File: src/pee_pkg.sv
// package for the prefix expression evaluator
// holds error codes, symbol codes, sequencer states and default sizes; no dependencies
`timescale 1ns / 1ps
package pee_pkg;

  localparam int STACK_DEPTH_DEF = 32;
  localparam int VALUE_WIDTH_DEF = 32;

  localparam logic [7:0] SYM_ZERO  = 8'h30;
  localparam logic [7:0] SYM_PLUS  = 8'h2b;
  localparam logic [7:0] SYM_MINUS = 8'h2d;
  localparam logic [7:0] SYM_MUL   = 8'h2a;
  localparam logic [7:0] SYM_DIV   = 8'h2f;
  localparam logic [7:0] SYM_MOD   = 8'h25;
  localparam logic [7:0] SYM_POW   = 8'h24;
  localparam logic [7:0] SYM_SPACE = 8'h20;

  typedef enum logic [2:0] {
    ERR_NONE  = 3'd0,
    ERR_UNDER = 3'd1,
    ERR_OVER  = 3'd2,
    ERR_DIVZ  = 3'd3,
    ERR_DEPTH = 3'd4
  } err_t;

  typedef enum logic [2:0] {
    OP_ADD, OP_SUB, OP_MUL, OP_DIV, OP_MOD, OP_POW
  } op_t;

  typedef enum logic [3:0] {
    ST_IDLE, ST_RD_A, ST_RD_B, ST_LOAD, ST_RUN, ST_PUSH, ST_RD_BOT, ST_EMIT, ST_OUT
  } state_t;

  // command to the bit-serial arithmetic unit
  typedef struct packed {
    logic start;
    op_t  op;
  } alu_cmd_t;

  // status back from the arithmetic unit
  typedef struct packed {
    logic done;
    logic divz;
  } alu_sts_t;

  function automatic logic is_op(input logic [7:0] s);
    return s == SYM_PLUS || s == SYM_MINUS || s == SYM_MUL ||
           s == SYM_DIV || s == SYM_MOD || s == SYM_POW;
  endfunction

  function automatic op_t sym_to_op(input logic [7:0] s);
    op_t o;
    case (s)
      SYM_PLUS:  o = OP_ADD;
      SYM_MINUS: o = OP_SUB;
      SYM_MUL:   o = OP_MUL;
      SYM_DIV:   o = OP_DIV;
      SYM_MOD:   o = OP_MOD;
      default:   o = OP_POW;
    endcase
    return o;
  endfunction

endpackage

File: src/pee_alu.sv
// bit-serial arithmetic unit: add/sub/mul/div/mod take one operand bit per cycle
// and pow one exponent bit per multiply and squaring step pair; uses pee_pkg
`timescale 1ns / 1ps
module pee_alu #(
  parameter int VALUE_WIDTH = pee_pkg::VALUE_WIDTH_DEF
) (
  input  logic                   clk,
  input  logic                   rst,
  input  pee_pkg::alu_cmd_t      cmd,
  input  logic [VALUE_WIDTH-1:0] a,
  input  logic [VALUE_WIDTH-1:0] b,
  output pee_pkg::alu_sts_t      sts,
  output logic [VALUE_WIDTH-1:0] result
);
  localparam int CW = $clog2(VALUE_WIDTH + 1);
  localparam logic [CW-1:0] LAST = CW'(VALUE_WIDTH - 1);

  logic                   busy;
  logic [CW-1:0]          cnt;
  pee_pkg::op_t           op;
  logic [VALUE_WIDTH-1:0] x;    // multiplicand / dividend / square
  logic [VALUE_WIDTH-1:0] y;    // multiplier / divisor / exponent shift
  logic [VALUE_WIDTH-1:0] acc;  // sum / quotient / product
  logic [VALUE_WIDTH-1:0] rem;
  logic                   carry;
  logic                   neg_q;
  logic                   neg_r;
  logic                   done;
  logic                   divz;
  logic                   pow_sq;  // power: clear for the multiply step, set for the squaring step

  logic [VALUE_WIDTH-1:0] ma;
  logic [VALUE_WIDTH-1:0] mb;
  logic [VALUE_WIDTH:0]   trial;
  logic [VALUE_WIDTH-1:0] rem_sh;
  logic                   sum_bit;
  logic                   bb;
  logic [VALUE_WIDTH-1:0] q_fin;
  logic [VALUE_WIDTH-1:0] r_fin;

  assign ma = a[VALUE_WIDTH-1] ? -a : a;
  assign mb = b[VALUE_WIDTH-1] ? -b : b;
  assign rem_sh = {rem[VALUE_WIDTH-2:0], x[VALUE_WIDTH-1]};
  assign trial = {1'b0, rem_sh} - {1'b0, y};
  assign bb = (op == pee_pkg::OP_SUB) ? ~y[0] : y[0];
  assign sum_bit = x[0] ^ bb ^ carry;

  // final fix-up of the serial results
  assign q_fin = {acc[VALUE_WIDTH-2:0], ~trial[VALUE_WIDTH]};
  assign r_fin = trial[VALUE_WIDTH] ? rem_sh : trial[VALUE_WIDTH-1:0];

  assign sts = '{done: done, divz: divz};

  always_ff @(posedge clk) begin
    done <= 1'b0;
    if (rst) begin
      busy <= 1'b0;
    end else if (cmd.start) begin
      busy   <= 1'b1;
      op     <= cmd.op;
      cnt    <= '0;
      divz   <= 1'b0;
      rem    <= '0;
      pow_sq <= 1'b0;
      neg_q  <= a[VALUE_WIDTH-1] ^ b[VALUE_WIDTH-1];
      neg_r  <= a[VALUE_WIDTH-1];
      carry  <= (cmd.op == pee_pkg::OP_SUB);
      case (cmd.op)
        pee_pkg::OP_DIV, pee_pkg::OP_MOD: begin
          x <= ma;
          y <= mb;
          acc <= '0;
          if (b == '0) begin
            divz <= 1'b1;
            busy <= 1'b0;
            done <= 1'b1;
            result <= '0;
          end
        end
        pee_pkg::OP_POW: begin
          x <= a;
          y <= b;
          acc <= VALUE_WIDTH'(1);
          if (b[VALUE_WIDTH-1]) begin
            busy <= 1'b0;
            done <= 1'b1;
            if (a == VALUE_WIDTH'(1)) result <= VALUE_WIDTH'(1);
            else if (a == '1) result <= b[0] ? '1 : VALUE_WIDTH'(1);
            else result <= '0;
          end
        end
        default: begin
          x <= a;
          y <= b;
          acc <= '0;
        end
      endcase
    end else if (busy) begin
      case (op)
        pee_pkg::OP_ADD, pee_pkg::OP_SUB: begin
          acc   <= {sum_bit, acc[VALUE_WIDTH-1:1]};
          carry <= (x[0] & bb) | (carry & (x[0] ^ bb));
          x     <= x >> 1;
          y     <= y >> 1;
        end
        pee_pkg::OP_MUL: begin
          if (y[0]) acc <= acc + x;
          x <= x << 1;
          y <= y >> 1;
        end
        pee_pkg::OP_DIV, pee_pkg::OP_MOD: begin
          x   <= x << 1;
          acc <= {acc[VALUE_WIDTH-2:0], ~trial[VALUE_WIDTH]};
          rem <= trial[VALUE_WIDTH] ? rem_sh : trial[VALUE_WIDTH-1:0];
        end
        default: begin
          // power: a multiply step, then a squaring step, for each exponent bit
          if (!pow_sq) begin
            if (y[0]) acc <= acc * x;
          end else begin
            x <= x * x;
            y <= y >> 1;
          end
          pow_sq <= ~pow_sq;
        end
      endcase
      if (op != pee_pkg::OP_POW || pow_sq) cnt <= cnt + 1'b1;
      if (cnt == LAST && (op != pee_pkg::OP_POW || pow_sq)) begin
        busy <= 1'b0;
        done <= 1'b1;
        case (op)
          pee_pkg::OP_ADD, pee_pkg::OP_SUB: result <= {sum_bit, acc[VALUE_WIDTH-1:1]};
          pee_pkg::OP_MUL: result <= y[0] ? acc + x : acc;
          pee_pkg::OP_DIV: result <= neg_q ? -q_fin : q_fin;
          pee_pkg::OP_MOD: result <= neg_r ? -r_fin : r_fin;
          default: result <= acc;
        endcase
      end
    end
  end
endmodule

File: src/pee_stack.sv
// operand stack memory, one write and one registered read port
// no dependencies beyond parameters
`timescale 1ns / 1ps
module pee_stack #(
  parameter int STACK_DEPTH = 32,
  parameter int VALUE_WIDTH = 32
) (
  input  logic                           clk,
  input  logic                           we,
  input  logic [$clog2(STACK_DEPTH)-1:0] waddr,
  input  logic [VALUE_WIDTH-1:0]         wdata,
  input  logic [$clog2(STACK_DEPTH)-1:0] raddr,
  output logic [VALUE_WIDTH-1:0]         rdata
);
  logic [VALUE_WIDTH-1:0] mem [STACK_DEPTH];

  always_ff @(posedge clk) begin
    if (we) mem[waddr] <= wdata;
    rdata <= mem[raddr];
  end
endmodule

File: src/prefix_expression_evaluator.sv
// top level of the prefix expression evaluator: sequencer, stack, serial alu
// depends on pee_pkg, pee_stack, pee_alu
//
//  channel | signals                               | dir
//  in      | in_valid in_ready symbol final_symbol | sink
//  out     | out_valid out_ready value status      | source
//
// a space or a digit is taken in the idle state; an operator goes through accept,
// two stack reads, alu load, VALUE_WIDTH serial steps plus done, and push; power
// has a multiply and a squaring step per exponent bit, and divide by zero or a
// negative exponent skips them; a final beat then reads and outputs the bottom entry.
// one item is in work at a time; the result sits in an output register so a
// stalled out_ready holds only the next final beat.
// reset clears depth, error and the handshakes; stack contents stay undefined.
`timescale 1ns / 1ps
module prefix_expression_evaluator #(
  parameter int STACK_DEPTH = pee_pkg::STACK_DEPTH_DEF,
  parameter int VALUE_WIDTH = pee_pkg::VALUE_WIDTH_DEF
) (
  input  logic                          clk,
  input  logic                          rst,
  input  logic                          in_valid,
  output logic                          in_ready,
  input  logic [7:0]                    symbol,
  input  logic                          final_symbol,
  output logic                          out_valid,
  input  logic                          out_ready,
  output logic signed [VALUE_WIDTH-1:0] value,
  output logic [2:0]                    status
);
  localparam int AW = $clog2(STACK_DEPTH);
  localparam int DW = $clog2(STACK_DEPTH + 1);
  localparam logic [DW-1:0] FULL = DW'(STACK_DEPTH);

  pee_pkg::state_t state, state_next;
  logic [DW-1:0]   depth;
  pee_pkg::err_t   err;
  logic            fin;     // final flag of the beat in work
  pee_pkg::op_t    op;
  logic [VALUE_WIDTH-1:0] opa;
  logic [VALUE_WIDTH-1:0] opb;

  logic                   we;
  logic [AW-1:0]          waddr;
  logic [VALUE_WIDTH-1:0] wdata;
  logic [AW-1:0]          raddr;
  logic [VALUE_WIDTH-1:0] rdata;
  pee_pkg::alu_cmd_t      cmd;
  pee_pkg::alu_sts_t      sts;
  logic [VALUE_WIDTH-1:0] alu_res;

  pee_stack #(.STACK_DEPTH(STACK_DEPTH), .VALUE_WIDTH(VALUE_WIDTH)) u_stack (
    .clk(clk), .we(we), .waddr(waddr), .wdata(wdata),
    .raddr(raddr), .rdata(rdata)
  );

  pee_alu #(.VALUE_WIDTH(VALUE_WIDTH)) u_alu (
    .clk(clk), .rst(rst), .cmd(cmd), .a(opa), .b(opb),
    .sts(sts), .result(alu_res)
  );

  logic accept;
  logic sym_op;
  logic out_free;   // output register empty or being taken this cycle
  assign in_ready = (state == pee_pkg::ST_IDLE);
  assign accept   = in_valid && in_ready;
  assign sym_op   = pee_pkg::is_op(symbol);
  assign out_free = !out_valid || out_ready;

  // a push on a full stack (an operator with fewer than two entries is caught apart)
  logic push_full;
  assign push_full = depth == FULL;

  always_comb begin
    state_next = state;
    we    = 1'b0;
    waddr = depth[AW-1:0];
    wdata = VALUE_WIDTH'(symbol) - VALUE_WIDTH'(pee_pkg::SYM_ZERO);
    raddr = AW'(depth - 1'b1);
    cmd   = '{start: 1'b0, op: op};
    case (state)
      pee_pkg::ST_IDLE: begin
        if (accept) begin
          if (symbol == pee_pkg::SYM_SPACE) begin
            state_next = final_symbol ? pee_pkg::ST_RD_BOT : pee_pkg::ST_IDLE;
          end else if (sym_op) begin
            state_next = (depth < DW'(2)) ?
              (final_symbol ? pee_pkg::ST_RD_BOT : pee_pkg::ST_IDLE) : pee_pkg::ST_RD_A;
          end else begin
            we = !push_full;
            state_next = final_symbol ? pee_pkg::ST_RD_BOT : pee_pkg::ST_IDLE;
          end
        end
      end
      pee_pkg::ST_RD_A: begin
        raddr = AW'(depth - 2'd2);
        state_next = pee_pkg::ST_RD_B;
      end
      pee_pkg::ST_RD_B:  state_next = pee_pkg::ST_LOAD;
      pee_pkg::ST_LOAD: begin
        cmd.start = 1'b1;
        state_next = pee_pkg::ST_RUN;
      end
      pee_pkg::ST_RUN: begin
        if (sts.done) state_next = pee_pkg::ST_PUSH;
      end
      pee_pkg::ST_PUSH: begin
        we    = 1'b1;
        wdata = alu_res;
        state_next = fin ? pee_pkg::ST_RD_BOT : pee_pkg::ST_IDLE;
      end
      pee_pkg::ST_RD_BOT: begin
        raddr = '0;
        state_next = pee_pkg::ST_EMIT;
      end
      pee_pkg::ST_EMIT: begin
        raddr = '0;
        state_next = pee_pkg::ST_OUT;
      end
      pee_pkg::ST_OUT: begin
        // bottom entry stays on the read port until the output register frees up
        raddr = '0;
        if (out_free) state_next = pee_pkg::ST_IDLE;
      end
      default: state_next = pee_pkg::ST_IDLE;
    endcase
  end

  always_ff @(posedge clk) begin
    if (rst) state <= pee_pkg::ST_IDLE;
    else     state <= state_next;
  end

  always_ff @(posedge clk) begin
    if (rst) begin
      depth     <= '0;
      err       <= pee_pkg::ERR_NONE;
      out_valid <= 1'b0;
      fin       <= 1'b0;
    end else begin
      if (state == pee_pkg::ST_OUT && out_free) out_valid <= 1'b1;
      else if (out_valid && out_ready) out_valid <= 1'b0;
      case (state)
        pee_pkg::ST_IDLE: begin
          if (accept) begin
            fin <= final_symbol;
            op  <= pee_pkg::sym_to_op(symbol);
            if (symbol == pee_pkg::SYM_SPACE) begin
            end else if (sym_op) begin
              if (depth < DW'(2) && err == pee_pkg::ERR_NONE) err <= pee_pkg::ERR_UNDER;
            end else if (push_full) begin
              if (err == pee_pkg::ERR_NONE) err <= pee_pkg::ERR_OVER;
            end else begin
              depth <= depth + 1'b1;
            end
          end
        end
        pee_pkg::ST_RD_A: opa <= rdata;          // top entry, left operand
        pee_pkg::ST_RD_B: opb <= rdata;          // next entry, right operand
        pee_pkg::ST_LOAD: begin
          depth <= depth - DW'(2);
        end
        pee_pkg::ST_PUSH: begin
          depth <= depth + 1'b1;
        end
        pee_pkg::ST_RUN: begin
          if (sts.done && sts.divz && err == pee_pkg::ERR_NONE) err <= pee_pkg::ERR_DIVZ;
        end
        pee_pkg::ST_OUT: begin
          if (out_free) begin
            value <= (depth != '0) ? rdata : '0;
            if (err != pee_pkg::ERR_NONE) status <= err;
            else status <= (depth != DW'(1)) ? pee_pkg::ERR_DEPTH : pee_pkg::ERR_NONE;
            depth <= '0;
            err   <= pee_pkg::ERR_NONE;
          end
        end
        default: ;
      endcase
    end
  end
endmodule

File: config.mk
export PLATFORM = sky130hd
export DESIGN_NAME = prefix_expression_evaluator
export DESIGN_NICKNAME = d
export VERILOG_FILES = /design/src/pee_pkg.sv /design/src/pee_alu.sv /design/src/pee_stack.sv /design/src/prefix_expression_evaluator.sv
export SDC_FILE = /design/constraint.sdc
export NUM_CORES = 2
export LEC_CHECK = 0
export CAP_MARGIN = 0
export CELL_PAD_IN_SITES_DETAIL_PLACEMENT = 0
export CELL_PAD_IN_SITES_GLOBAL_PLACEMENT = 1
export CORE_MARGIN = 2
export CORE_UTILIZATION = 53
export DETAILED_ROUTE_END_ITERATION = 12
export DONT_BUFFER_PORTS = 1
export GPL_TIMING_DRIVEN = 0
export PLACE_DENSITY = 0.87
export RECOVER_POWER = 50
export SYNTH_ARGS = -nofsm -noshare
export SYNTH_HDL_FRONTEND = slang
export SYNTH_SLANG_ARGS = --single-unit
File: constraint.sdc
create_clock -name clk -period 8.55 [get_ports clk]
set_input_delay 0.4275 -clock clk [delete_from_list [all_inputs] [get_ports clk]]
set_output_delay 0.4275 -clock clk [all_outputs]
set_load 0.005 [all_outputs]
== Word level (Yosys, flattened, before mapping) ==
Memories as Yosys holds them, arrays and structs flattened. A register that Yosys moved wholly into a read port is not among the register bits.
Cells that the tools add are included.

* Add/sub/neg operators: 11
* Multiply operators: 2
* Multiplexer cells: 92
* Bitwise logic cells: 10
* Equality and inequality tests: 45
* Magnitude comparators: 1
* Reductions and logical operators: 57

{| class="wikitable"
|+ Operator list
! operator !! number
|-
| 2-to-1 mux 32 bit || 27
|-
| case mux 32 bit (2 select lines) || 3
|-
| negator 32 bit || 4
|-
| case mux 32 bit (4 select lines) || 1
|-
| case mux 32 bit (3 select lines) || 1
|-
| multiplier 32 x 32 -> 32 bit || 2
|-
| 2-to-1 mux 31 bit || 2
|-
| == test 8 x 6 -> 1 bit (second input constant) || 7
|-
| 2-to-1 mux 6 bit || 7
|-
| 2-to-1 mux 3 bit || 12
|-
| case mux 4 bit (9 select lines) || 1
|-
| subtractor 32 x 32 -> 33 bit || 1
|-
| adder 32 bit || 1
|-
| == test 32 x 1 -> 1 bit (second input constant) || 1
|-
| == test 32 bit (second input constant) || 1
|-
| zero test 32 bit || 1
|-
| 2-to-1 mux 1 bit || 25
|-
| 2-to-1 mux 4 bit || 6
|-
| case mux 6 bit (4 select lines) || 1
|-
| AND reduction 3 bit || 8
|-
| == test 4 x 3 -> 1 bit (second input constant) || 4
|-
| case mux 3 bit (5 select lines) || 1
|-
| adder 6 x 1 -> 6 bit (second input constant) || 2
|-
| inequality test 2 bit (second input constant) || 6
|-
| 42 further kinds || 93
|}

* Logic and storage cells: 243
* Memories: 1
* Bits in writable memories: 1,024
* Output and inout bits: 37
* Register bits: 292

{| class="wikitable"
|+ Memory list
! name !! words !! width !! read ports !! clocked after Yosys merged registers in !! write ports !! RTL line !! RTL
|-
| u_stack.mem || 32 || 32 || 1 || 1 || 1 || pee_stack.sv:15 || <nowiki>logic [VALUE_WIDTH-1:0] mem [STACK_DEPTH];</nowiki>
|}

== Longest topological paths before layout ==
* Depth after elaboration: 12
* Gate-level depth with buffers: 30
* Gate-level depth less buffers: 28

== Hierarchy ==
A second synthesis with hierarchy kept.

* Cells, all modules: 7,740
* Area total of the unflattened synthesis: 90,576.9 sq um

{| class="wikitable"
|+ By module, submodules not included
! module !! sequential area each (sq um) !! area each (sq um) !! cells each !! times used
|-
| pee_alu || 5,235.0 || 45,030.7 || 5,075 || 1
|-
| pee_stack || 31,390.1 || 40,490.1 || 2,260 || 1
|-
| prefix_expression_evaluator || 3,343.2 || 5,056.1 || 405 || 1
|}

== Worst setup path before layout ==
Ideal clock, no wire load.

* Path type: flip-flop to flip-flop
* Start: reg u_alu.x[5]
* End: reg u_alu.x[30], data pin
* Slack: 0.910 ns
* Cell stages (with the launch flop): 31
* Setup time: 0.157 ns
* Data arrival time: 7.483 ns
* Period minus slack after synthesis: 7.640 ns
* Path through: edfxtp_1 > clkbuf_1 > clkbuf_1 > clkbuf_1 > nand2_1 > fa_1 > inv_1 > fa_1 > inv_1 > fa_1 > inv_1 > fa_1 > ha_1 > ha_1 > inv_1 > fa_1 > inv_1 > fa_1 > ha_1 > a21o_1 > a21oi_1 > a21boi_0 > o21a_1 > o22ai_1 > o211ai_1 > o211ai_1 > o31ai_1 > nor2b_1 > or3b_2 > or3_1 > a32oi_1

* Longest elaborated chain between the ends: 5

{| class="wikitable"
|+ Ends and longest elaborated chain
! element !! RTL line !! RTL
|-
| start, declared || pee_alu.sv:21 || <nowiki>logic [VALUE_WIDTH-1:0] x;</nowiki>
|-
| start signal, assigned || pee_alu.sv:70 || <nowiki>x <= ma;</nowiki>
|-
| start signal, assigned || pee_alu.sv:103 || <nowiki>x <= x >> 1;</nowiki>
|-
| start signal, assigned || pee_alu.sv:108 || <nowiki>x <= x << 1;</nowiki>
|-
| multiplier 32 x 32 -> 32 bit || pee_alu.sv:121 || <nowiki>x <= x * x;</nowiki>
|-
| 2-to-1 mux 32 bit || pee_alu.sv:118 || <nowiki>if (!pow_sq) begin</nowiki>
|-
| case mux 32 bit (2 select lines) || pee_alu.sv:99 || <nowiki>case (op)</nowiki>
|-
| 2-to-1 mux 32 bit || pee_alu.sv:98 || <nowiki>end else if (busy) begin</nowiki>
|-
| 2-to-1 mux 32 bit || pee_alu.sv:58 || <nowiki>end else if (cmd.start) begin</nowiki>
|}

No other way between the ends. The select of a mux whose other input is x is not followed.
A chain may end at the register's enable or synchronous reset.

== Worst setup path in the final report ==
* Start: reg u_alu.x[18]
* End: reg u_alu.x[29], data pin

Same word-level chain as after synthesis.

==> impl_metrics.toml <==
[place]
place_congestion = 1.02
port_buffers = 0
half_perimeter_wire_length_after_detailed_placement_um = 249000
post-place-cells = 10803

[clocking]
clock_network_latency_to_the_later_pin_of_the_worst_skew_pair_ns = 0.81
h_tree_levels = 4
clock_tree_from_tritoncts = "done"
worst_setup_hold_path_clk_slew_ns = 0.06
cts_sinks = 1347
tritoncts.num_buffers = 137
clock-root-buffer = "sky130_fd_sc_hd__clkbuf_16"
clock_tree.buffer_depth = 3

[power]
power.share.sequential = 0.195
p_switching_mw = 22.2
power_report.internal_total_mw = 21.1
cell_pwr_density_nw_per_um2 = 434
vdd_ir_drop_max_uv = 749
swShare = 0.512
post-layout-total-power_mw = 43.3
comb_power_share = 0.668
share_clk_of_total_power = 0.137
cellLeakagePower_nw = 40.3

[setup_path]
critPathMaxFanout = 11
worstReg2RegEnd = "u_alu.x[29]"
required_ns = 9.06
slowest_delay_ns = 0.60
timing.rr.start = "u_alu.x[18]"
critPathCaptureType = "flop"
critPathMostFrequentCell = "sky130_fd_sc_hd__fa_1"
worstPathArrival_ns = 8.93
r2r_cells = 25
cp_class = "reg2reg"
worst_setup_path_start_kind = "flop"
critical-path-slowest-cell = "sky130_fd_sc_hd__edfxtp_1"
timing.reg2reg.setup_slack_ns = 0.13

[final_layout]
utilization = 0.588
final_nets = 9896
drive_above_1_share = 0.0601
area.growth.synth_to_final_pct = 10.1
fin_cells = 11129

[logic_synthesis]
synth-warning-count = 0
synth.ff_latch_count = 1347
yosysSeqAreaShare = 0.441
ys_types = 105
syn-cell-area_um2 = 90700
synthMostInstantiatedCell = "sky130_fd_sc_hd__nand2_1"
yosys-top-cells-area = "sky130_fd_sc_hd__edfxtp_1, sky130_fd_sc_hd__fa_1, sky130_fd_sc_hd__nand2_1"
synth_nets = 9651
postSynthAreaPerCell_um2 = 10.6
yosysTopAreaCell = "sky130_fd_sc_hd__edfxtp_1"
synth.top_cells.by_count = "sky130_fd_sc_hd__nand2_1, sky130_fd_sc_hd__edfxtp_1, sky130_fd_sc_hd__inv_1"
synthDominantCellAreaShare = 0.430
syn_inst = 8530
async_flop_share = 0
synth_top_flop_cell = "sky130_fd_sc_hd__edfxtp_1"
number_of_enable_flip_flop_cells_after_synthesis = 1299

[floorplanning]
start_util = 0.535
floorplan.die.width_um = 418
die_area_um2 = 175000
design.portCount = 50
placeableCoreArea_um2 = 170000
die_h_um = 418
placement_rows = 151

[sta]
min_period_over_period = 0.984
hold_viol_final = 0
final.setup_skew_ns = 0.0495
tightestPinTransition_ns = 2.80
final_max_slew_viol_count = 820
tns_ns = 0
final-setup-viol-count = 0
layout_min_cycle_time_ns = 8.42
fmaxAchievable_mhz = 119
slew-limit-headroom = -0.871
finalHoldWorstSlack_ns = 0.235
unrepaired_setup_endpoints_after_global_routing = "true"

[global_routing]
grtUsageTotal = 0.381
grt_start_max_net_pins = 33
grt_pass1_vias = 69384
globalRoute.totalOverflow = 0
antenna_found_initial = 45
global_route_wire_length_before_repair_um = 475000

[drt]
detail_route.vias_per_cell = 6.31
ant_nets = 0
totalWireLength_um = 334000
wl_per_cell_um = 30.0
total_drc_errors_in_the_routed_layout = 0
detail_route.first_pass.iterations = 8
detailedRoute.firstIterationViolations = 10001
vias = 70251

[min_path]
hp-start = "rst"
hold_path_end = "depth[4]"
hold_depth = 2
holdCritPathClass = "in2reg"

[run_status]
violated_checks = "max-capacitance violations, max-slew violations"
run_status = "finished, violations left"

[flow_run]
maxCapViolations = 27
## metal layers
| layer | vias to the layer above | global-route usage | routed length [µm] |
|---|---|---|---|
| li1 | 29479 | - | - |
| met1 | 34864 | 0.477 | 119000 |
| met2 | 4773 | 0.585 | 149000 |
| met3 | 1117 | 0.0951 | 39000 |
| met4 | 18 | 0.262 | 27300 |
| met5 | - | 0 | 160 |
## repair_timing
action | 4_1_cts | 5_1_grt
hold buffers | 13 | 0
endpoints found under the setup margin | 28 | 18
pin swaps | 1 | 2
resized for setup | 134 | 152
buffers inserted | 18 | 26
endpoints found under the hold margin | 13 | 0
## final cells by class
class | count | area, µm²
inverters | 899 | 3380
flip-flops and latches | 1347 | 40000
plain buffers | 520 | 2290
diodes | 32 | 80.1
well taps | 2218 | 2780
multi-input cells | 5756 | 45600
clock inverters | 58 | 568
clock buffers | 185 | 3760
repair buffers | 114 | 1410
fillers | 14024 | 69800
## flip-flops by register name, summed over array words and instances, names as in the netlist, 2 cells and up
| register | count |
|---|---|
| u_alu.op | 3 |
| u_alu.cnt | 6 |
| err | 2 |
| u_stack.rdata | 32 |
| u_alu.rem | 31 |
| opb | 32 |
| u_alu.y | 32 |
| u_alu.x | 32 |
| opa | 32 |
| u_alu.result | 32 |
| op | 3 |
| u_stack.mem | 1024 |
| value | 32 |
| state | 4 |
| status | 3 |
| u_alu.acc | 32 |
| depth | 6 |
## power groups by stage
stage,clock (mW),sequential [mW],combinational [mW]
after global routing,6.16,8.40,30.5
after global placement,0,8.52,27.2
after CTS,5.92,8.36,28.3
final,5.93,8.43,29.0
after floorplan,0,8.13,17.1
after detailed placement,0,8.50,27.7
## kinds of logic after synthesis
kind of cell	synth area share
AOI/OAI and AO/OA	0.0927
xor gates and xnor gates	0.0297
adders and majority gates	0.217
buffers and inverters	0.0595
DFF	0.441
muxes	0.00621
and+or+nand+nor	0.154
## cell usage in the layout, fill, tap and decap left out, types with 49 or more instances in the layout
master / count
sky130_fd_sc_hd__xnor2_1: 185
sky130_fd_sc_hd__a21o_1: 85
sky130_fd_sc_hd__ha_1: 333
sky130_fd_sc_hd__a311oi_1: 198
sky130_fd_sc_hd__o21ai_0: 227
sky130_fd_sc_hd__clkbuf_16: 142
sky130_fd_sc_hd__edfxtp_1: 1299
sky130_fd_sc_hd__clkbuf_1: 376
sky130_fd_sc_hd__a21oi_1: 247
sky130_fd_sc_hd__a211oi_1: 67
sky130_fd_sc_hd__clkbuf_2: 85
sky130_fd_sc_hd__nand2_1: 1678
sky130_fd_sc_hd__nor3_1: 49
sky130_fd_sc_hd__nor2_1: 215
sky130_fd_sc_hd__and3_1: 147
sky130_fd_sc_hd__fa_1: 775
sky130_fd_sc_hd__a31oi_1: 90
sky130_fd_sc_hd__xor2_1: 121
sky130_fd_sc_hd__and2_1: 423
sky130_fd_sc_hd__inv_1: 896
sky130_fd_sc_hd__nand3_1: 321
## worst max-delay path by stage
stage / end / cells past startpoint / slack (ns) / start
2_1_floorplan: u_alu.x[30] / 30 / 0.91 / u_alu.x[5]
5_1_grt: u_alu.acc[31] / 26 / -0.05 / u_alu.acc[10]
3_3_place_gp: u_alu.acc[31] / 26 / -1.08 / u_alu.x[17]
3_5_place_dp: u_alu.acc[31] / 26 / -1.06 / u_alu.x[17]
4_1_cts: u_alu.acc[31] / 24 / -0.007 / u_alu.acc[19]
6_report: u_alu.x[29] / 25 / 0.13 / u_alu.x[18]
## stage by stage
stage | cell area [µm²] | setup WS [ns]
after floorplan | 90700 | 0.910
after global placement | 93500 | -1.08
after detailed placement | 95000 | -1.06
after CTS | 99800 | -0.00729
after global routing | 99800 | -0.0524
final | 99800 | 0.133
## critical path, delay by kind of cell (launching register included)
family	cells	cell delay, ns
DFF	1	0.60
buffers and inverters	5	0.85
AOI/OAI and AO/OA	7	1.51
adders and majority gates	9	4.41
and+or+nand+nor	4	0.74
No activity file was read; power rests on OpenSTA's default activity.
